<file path="config.mk">
export PLATFORM = sky130hd
export DESIGN_NAME = fcp_ctrl
export DESIGN_NICKNAME = d
export VERILOG_FILES = /design/src/sv/fcp_pkg.sv /design/src/sv/fcp_ctrl.sv
export SDC_FILE = /design/constraint.sdc
export NUM_CORES = 1
export LEC_CHECK = 0
export BUFFER_PORTS_ARGS = -buffer_cell sky130_fd_sc_hd__buf_2
export CAP_MARGIN = 20
export CORE_AREA = 2 2 39 41
export CTS_CLUSTER_DIAMETER = 150
export DETAILED_ROUTE_END_ITERATION = 6
export DIE_AREA = 0 0 41 43
export GPL_TIMING_DRIVEN = 0
export PLACE_DENSITY = 0.64
export SETUP_SLACK_MARGIN = 0.3
export SYNTH_ARGS = -nofsm -noshare
export SYNTH_HDL_FRONTEND = slang
export SYNTH_SLANG_ARGS = --single-unit
</file>
<file path="constraint.sdc">
create_clock -name clk -period 2.2 [get_ports clk]
set_input_delay 0.22 -clock clk [delete_from_list [all_inputs] [get_ports clk]]
set_output_delay 0.22 -clock clk [all_outputs]
set_load 0.05 [all_outputs]
</file>
<file path="src/sv/fcp_pkg.sv">
// Package for the frontier colour placer: sizes, payload types, neighbour offsets.
// Used by fcp_ctrl, fcp_datapath and the top level; depends on nothing.
package fcp_pkg;

    localparam int MaxSide   = 128;
    localparam int SideBits  = $clog2(MaxSide);
    localparam int NumCells  = MaxSide * MaxSide;
    localparam int CellBits  = $clog2(NumCells);
    localparam int LenBits   = CellBits + 1;
    localparam int ColBits   = 24;
    localparam int DistBits  = 18;
    localparam int CfgBits   = 8;
    localparam int NbrCount  = 8;

    // Configuration register indexes.
    localparam logic CFG_WIDTH  = 1'b0;
    localparam logic CFG_HEIGHT = 1'b1;

    typedef struct packed {
        logic [7:0] red;
        logic [7:0] green;
        logic [7:0] blue;
    } in_item_t;

    typedef struct packed {
        logic [6:0]          place_x;
        logic [6:0]          place_y;
        logic [DistBits-1:0] best_distance;
        logic                grid_full;
    } out_item_t;

    // Commands from the controller to the datapath.
    typedef struct packed {
        logic clr_step;      // clear one entry of the maps
        logic load_item;     // capture the input colour
        logic first_place;   // choose the centre cell
        logic scan_init;     // reset scan pointer and best value
        logic scan_read;     // issue read of frontier entry
        logic nbr_read;      // issue read of neighbour k
        logic nbr_eval;      // compare neighbour k result
        logic take_best;     // read chosen entry
        logic shift_step;    // move one frontier entry down
        logic commit;        // write colour and filled bit
        logic add_step;      // visit neighbour k for append
        logic emit;          // present result
        logic emit_full;     // present grid-full result
    } cmd_t;

    // Status from the datapath to the controller.
    typedef struct packed {
        logic clr_done;
        logic first_empty;   // nothing placed yet
        logic list_empty;
        logic scan_last;     // pointer at last entry
        logic nbr_last;      // k == 7; when appending, only on the write phase
        logic shift_done;
    } stat_t;

    function automatic logic signed [1:0] nbr_dx(input logic [2:0] k);
        case (k)
            3'd0, 3'd3, 3'd5: nbr_dx = -2'sd1;
            3'd1, 3'd6:       nbr_dx = 2'sd0;
            default:          nbr_dx = 2'sd1;
        endcase
    endfunction

    function automatic logic signed [1:0] nbr_dy(input logic [2:0] k);
        case (k)
            3'd0, 3'd1, 3'd2: nbr_dy = -2'sd1;
            3'd3, 3'd4:       nbr_dy = 2'sd0;
            default:          nbr_dy = 2'sd1;
        endcase
    endfunction

endpackage

</file>
<file path="src/sv/fcp_ctrl.sv">
// Controller state machine of the frontier colour placer.
// Depends on fcp_pkg; drives the datapath through fcp_pkg::cmd_t.
module fcp_ctrl (
    input  logic           clk,
    input  logic           rst_n,
    input  logic           start,
    output logic           busy,
    input  fcp_pkg::stat_t stat,
    output fcp_pkg::cmd_t  cmd
);

    localparam logic [3:0] S_CLEAR = 4'd0;
    localparam logic [3:0] S_IDLE  = 4'd1;
    localparam logic [3:0] S_DECIDE= 4'd2;
    localparam logic [3:0] S_SREAD = 4'd3;
    localparam logic [3:0] S_NREAD = 4'd4;
    localparam logic [3:0] S_NWAIT = 4'd5;
    localparam logic [3:0] S_NEVAL = 4'd6;
    localparam logic [3:0] S_TAKE  = 4'd7;
    localparam logic [3:0] S_SHIFT = 4'd9;
    localparam logic [3:0] S_COMMIT= 4'd10;
    localparam logic [3:0] S_ADD   = 4'd11;
    localparam logic [3:0] S_EMIT  = 4'd12;
    localparam logic [3:0] S_FULL  = 4'd13;
    localparam logic [3:0] S_AWAIT = 4'd14;

    logic [3:0] state_reg, state_next;

    always_ff @(posedge clk or negedge rst_n)
    begin
        if (!rst_n)
        begin
            state_reg <= S_CLEAR;
        end
        else
        begin
            state_reg <= state_next;
        end
    end

    assign busy = (state_reg != S_IDLE);

    // Next state and command decode.
    always_comb
    begin
        state_next = state_reg;
        cmd        = '0;
        case (state_reg)
            S_CLEAR:
            begin
                cmd.clr_step = 1'b1;
                if (stat.clr_done)
                begin
                    state_next = S_IDLE;
                end
            end
            S_IDLE:
            begin
                if (start)
                begin
                    cmd.load_item = 1'b1;
                    state_next    = S_DECIDE;
                end
            end
            S_DECIDE:
            begin
                if (stat.first_empty)
                begin
                    cmd.first_place = 1'b1;
                    state_next      = S_COMMIT;
                end
                else if (stat.list_empty)
                begin
                    state_next = S_FULL;
                end
                else
                begin
                    cmd.scan_init = 1'b1;
                    state_next    = S_SREAD;
                end
            end
            S_SREAD:
            begin
                cmd.scan_read = 1'b1;
                state_next    = S_NREAD;
            end
            S_NREAD:
            begin
                // Entry data is registered; this state captures it before neighbour reads.
                state_next = S_NWAIT;
            end
            S_NWAIT:
            begin
                cmd.nbr_read = 1'b1;
                state_next   = S_NEVAL;
            end
            S_NEVAL:
            begin
                state_next = S_AWAIT;
            end
            S_AWAIT:
            begin
                cmd.nbr_eval = 1'b1;
                if (!stat.nbr_last)
                begin
                    state_next = S_NWAIT;
                end
                else if (!stat.scan_last)
                begin
                    state_next = S_SREAD;
                end
                else
                begin
                    state_next = S_TAKE;
                end
            end
            S_TAKE:
            begin
                // The chosen entry arrives in the first shift cycle.
                cmd.take_best = 1'b1;
                state_next    = S_SHIFT;
            end
            S_SHIFT:
            begin
                cmd.shift_step = 1'b1;
                if (stat.shift_done)
                begin
                    state_next = S_COMMIT;
                end
            end
            S_COMMIT:
            begin
                cmd.commit = 1'b1;
                state_next = S_ADD;
            end
            S_ADD:
            begin
                cmd.add_step = 1'b1;
                if (stat.nbr_last)
                begin
                    state_next = S_EMIT;
                end
            end
            S_EMIT:
            begin
                cmd.emit   = 1'b1;
                state_next = S_IDLE;
            end
            S_FULL:
            begin
                cmd.emit_full = 1'b1;
                state_next    = S_IDLE;
            end
            default:
            begin
                state_next = S_CLEAR;
            end
        endcase
    end

endmodule

</file>
== Word-level counts from Yosys, hierarchy flattened ==
Index checks and enable logic that the tools add are counted.

* Equality and inequality tests: 18
* Multiplexer cells: 25
* Reduce and logical (&&, ||, !) cells: 3

{| class="wikitable"
|+ Operators by type and width
! kind !! number
|-
| $pmux 4 s13 || 1
|-
| $mux 4 || 7
|-
| $eq 4x4->1 const B || 6
|-
| $eq 4x3->1 const B || 4
|-
| $mux 1 || 15
|-
| $eq 4x2->1 const B || 2
|-
| $ne 2x2->1 const B || 4
|-
| $eq 4x1->1 const B || 1
|-
| $logic_not 4->1 || 1
|-
| $ne 4x1->1 const B || 1
|-
| $reduce_and 4->1 || 1
|-
| $mux 3 || 1
|-
| $mux 2 || 1
|-
| $reduce_or 2->1 || 1
|}

* Bits of input ports: 9
* Output and inout bits: 14
* Register bits: 4

== Longest topological paths before layout ==
* Depth after elaboration: 3
* Depth in mapped cells: 5

== Worst setup path before layout ==
No wires, ideal clock.

* Path type: register to output
* From: register state_reg[2]
* To: output port cmd[9] (netlist bit)
* Required time: 1.980 ns
* Arrival time: 2.379 ns
* Slack: -0.399 ns
* Stages on the path, launching flop included: 5
* Buffers on the path: 2
* Cell sequence: dfrtp_1 -> buf_4 -> buf_6 -> or2_2 -> nor4_1

{| class="wikitable"
|+ RTL lines
! item !! line !! source
|-
| from (decl) || fcp_ctrl.sv:27 || <nowiki>logic [3:0] state_reg, state_next;</nowiki>
|-
| from (signal assigned) || fcp_ctrl.sv:37 || <nowiki>state_reg <= state_next;</nowiki>
|-
| to (decl) || fcp_ctrl.sv:9 || <nowiki>output fcp_pkg::cmd_t cmd</nowiki>
|}

==> results.py <==
metrics = {
    "run_status": {
        "status": "complete, no violations",
    },
    "sta": {
        "setup_viol_count_final": 0,
        "fin_crit_sh_pct": 82.1,
        "fin_crit_ps": 1810,
        "fmax_mhz": 554,
        "final.setup_skew_ps": 0.509,
        "finalMaxSlewViolations": 0,
        "rsz0062_at_grt": "false",
        "holdWs_ps": 319,
        "final_hold_viol_count": 0,
        "relSlewSlack_pct": 78.9,
        "setup_tns_ps": 0,
        "tightest_slew_ps": 312,
    },
    "synth": {
        "synth-seq-cells": 4,
        "yosysUniqueCellTypes": 31,
        "synthesis.area_um2": 510,
        "synth_fp_nets": 80,
        "ys_warn_count": 0,
        "ys_seq_area_share_pct": 19.6,
        "synth_largest_area_cell": "dfrtp_1",
        "synth_top_area_share_pct": 19.6,
        "synthTopCellsByArea": "dfrtp_1 (20%), nor2_1 (9.6%), buf_6 (6.6%), nand2b_1 (6.1%), mux2_2 (4.4%)",
        "syn_inst": 71,
        "avgSynthCellArea_um2": 7.19,
    },
    "run": {
        "drv_cap": 0,
    },
    "die": {
        "dieArea_um2": 1760,
        "die_h_um": 43,
        "core_area_um2": 1380,
        "start_util_pct": 36.9,
        "die_w_um": 41,
        "std_cell_rows": 14,
        "ios": 23,
    },
    "cts": {
        "clkTransAtPathRegs_ps": 30,
        "cts_tree": "done",
        "numClockSinks": 4,
        "root_buffer": "clkbuf_4",
        "insertion_delay_ps": 230,
        "cts_buffers": 3,
        "cts_htree_levels": 1,
        "cts_buffer_depth": 2,
    },
    "power": {
        "powerDensity_nw_per_um2": 1440,
        "power_mw": 1.01,
        "p_leak_nw": 0.330,
        "ir_drop_mv": 0.786,
    },
    "routing": {
        "firstDrtPassIters": 4,
        "via_count": 585,
        "drc": 0,
        "ant_nets": 0,
        "via_per_inst": 5.18,
        "wl_per_cell_um": 11.4,
        "routed_wirelength_mm": 1.29,
        "drt_iter0_drc": 7,
    },
    "worst_setup_path": {
        "crit_type": "reg2out",
        "critical_path_depth": 5,
        "end_kind": "output pin",
        "cp.arrival_ps": 1590,
        "critPathBufInv": 3,
        "crit_slowest_cell": "dfrtp_1",
        "cp_max_fo": 10,
        "cp-start-kind": "register",
        "required_ps": 1980,
        "reg2reg_depth": 4,
        "critical_path.top_delay_family": "buffers and inverters",
        "path_cells": "buf_4, buf_6, or2_2, nor3_2, buf_2",
        "cpPeakStageDelay_ps": 350,
    },
    "min_path": {
        "hold_path_class": "in2async",
    },
    "grt": {
        "track_usage_pct": 16.4,
        "grt_max_degree": 11,
        "antenna_found_initial": 0,
        "grt.busiest_layer": "met2",
        "grt_first_pass_wirelength_mm": 2.03,
        "globalRouteOverflowTotal": 0,
        "grt_pass1_vias": 521,
        "gr-usage-met3_pct": 0,
        "gr-usage-met2_pct": 28.4,
        "use_met1_pct": 20.3,
    },
    "place": {
        "hpwl_mm": 1.04,
        "place.gp.congestion": 0.823,
        "placed_cells": 109,
        "io_buffers": 22,
    },
    "finish": {
        "fin_nets": 108,
        "layout-drive-gt1-share_pct": 42.3,
        "largest_reg_flops": 4,
        "mostFrequentLayoutCell": "buf_2",
        "area_growth_syn_to_layout_pct": 37.3,
        "num_antenna_cells": 0,
        "final_util_pct": 50.6,
        "stdcell_count": 113,
        "layout_common_cells": "buf_2 (23), nor2_1 (12), nand2_1 (6), inv_1 (5), nand2b_1 (5)",
    },
}
## repair_timing
action | 4_1_cts | 5_1_grt
hold buffers | 1 | 0
resized for setup | 0 | 2
setup endpoints to repair | 0 | 1
endpoints found under the hold margin | 4 | 0
buffers inserted | 0 | 0
## cell usage after synthesis
| cell type | instances |
|---|---|
| a2111oi_2 | 1 |
| a211o_1 | 1 |
| a21boi_0 | 1 |
| a21oi_1 | 4 |
| a22oi_1 | 1 |
| a2bb2oi_1 | 1 |
| a31oi_1 | 2 |
| a32oi_1 | 1 |
| buf_2 | 2 |
| buf_4 | 1 |
| buf_6 | 3 |
| dfrtp_1 | 4 |
| inv_1 | 5 |
| mux2_2 | 2 |
| nand2_1 | 6 |
| nand2b_1 | 5 |
| nor2_1 | 13 |
| nor2b_1 | 2 |
| nor3_1 | 2 |
| nor3_2 | 1 |
| nor3b_1 | 1 |
| nor4_1 | 2 |
| o2111ai_1 | 1 |
| o211ai_1 | 1 |
| o21a_1 | 1 |
| o21ai_0 | 2 |
| o22a_1 | 1 |
| o311ai_1 | 1 |
| o32ai_1 | 1 |
| or2_2 | 1 |
| or2b_1 | 1 |
## cell type report
cell class | instances | area, µm²
sequential | 4 | 100
clock buffer | 3 | 22.5
fill | 154 | 683
buffer | 6 | 51.3
timing repair buffer | 23 | 123
multi-input combinational | 56 | 365
inverter | 5 | 18.8
tap | 16 | 20.0
## stage by stage
step | worst slack, ps | instance area [µm²]
after detailed placement | 591 | 666
after global placement | 596 | 666
final | 394 | 701
after CTS | 339 | 698
after floorplan | 178 | 536
after global routing | 316 | 701
## worst register-to-register path: cells and delay by family (launching register included)
kind                   cells  cell delay, ps
AOI/OAI and AO/OA          3             610
DFF                        1             440
buffers and inverters      1             220
## final timing paths
kind,slack (ps),startpoint,endpoint
setup / recovery,390,state_reg[2],cmd[10]
hold / removal,320,rst_n,state_reg[3]
setup reg to reg,830,state_reg[1],state_reg[0]
hold reg to reg,750,state_reg[2],state_reg[3]
max in group asynchronous,1770,rst_n,state_reg[0]
min in group clk,340,stat[1],state_reg[1]
## power breakdown
| part | switching (mW) | internal (mW) | leakage [nW] |
|---|---|---|---|
| Clock | 0.0261 | 0.0607 | 0.0138 |
| Sequential | 0.0325 | 0.107 | 0.0506 |
| Combinational | 0.510 | 0.273 | 0.265 |
## cell families after synthesis
group	count (synthesis)	synth area share (%)
compound gates	20	29.2
simple gates	34	33.1
flops	4	19.6
buf+inv	11	13.7
mux	2	4.41
## routing by layer
layer / share of wire [%] / vias up
li1: - / 307
met1: 45 / 261
met2: 49 / 17
met3: 5.3 / 0
met4: 0 / 0
met5: 0 / -
Note: power is estimated with default switching activity, not from simulation.
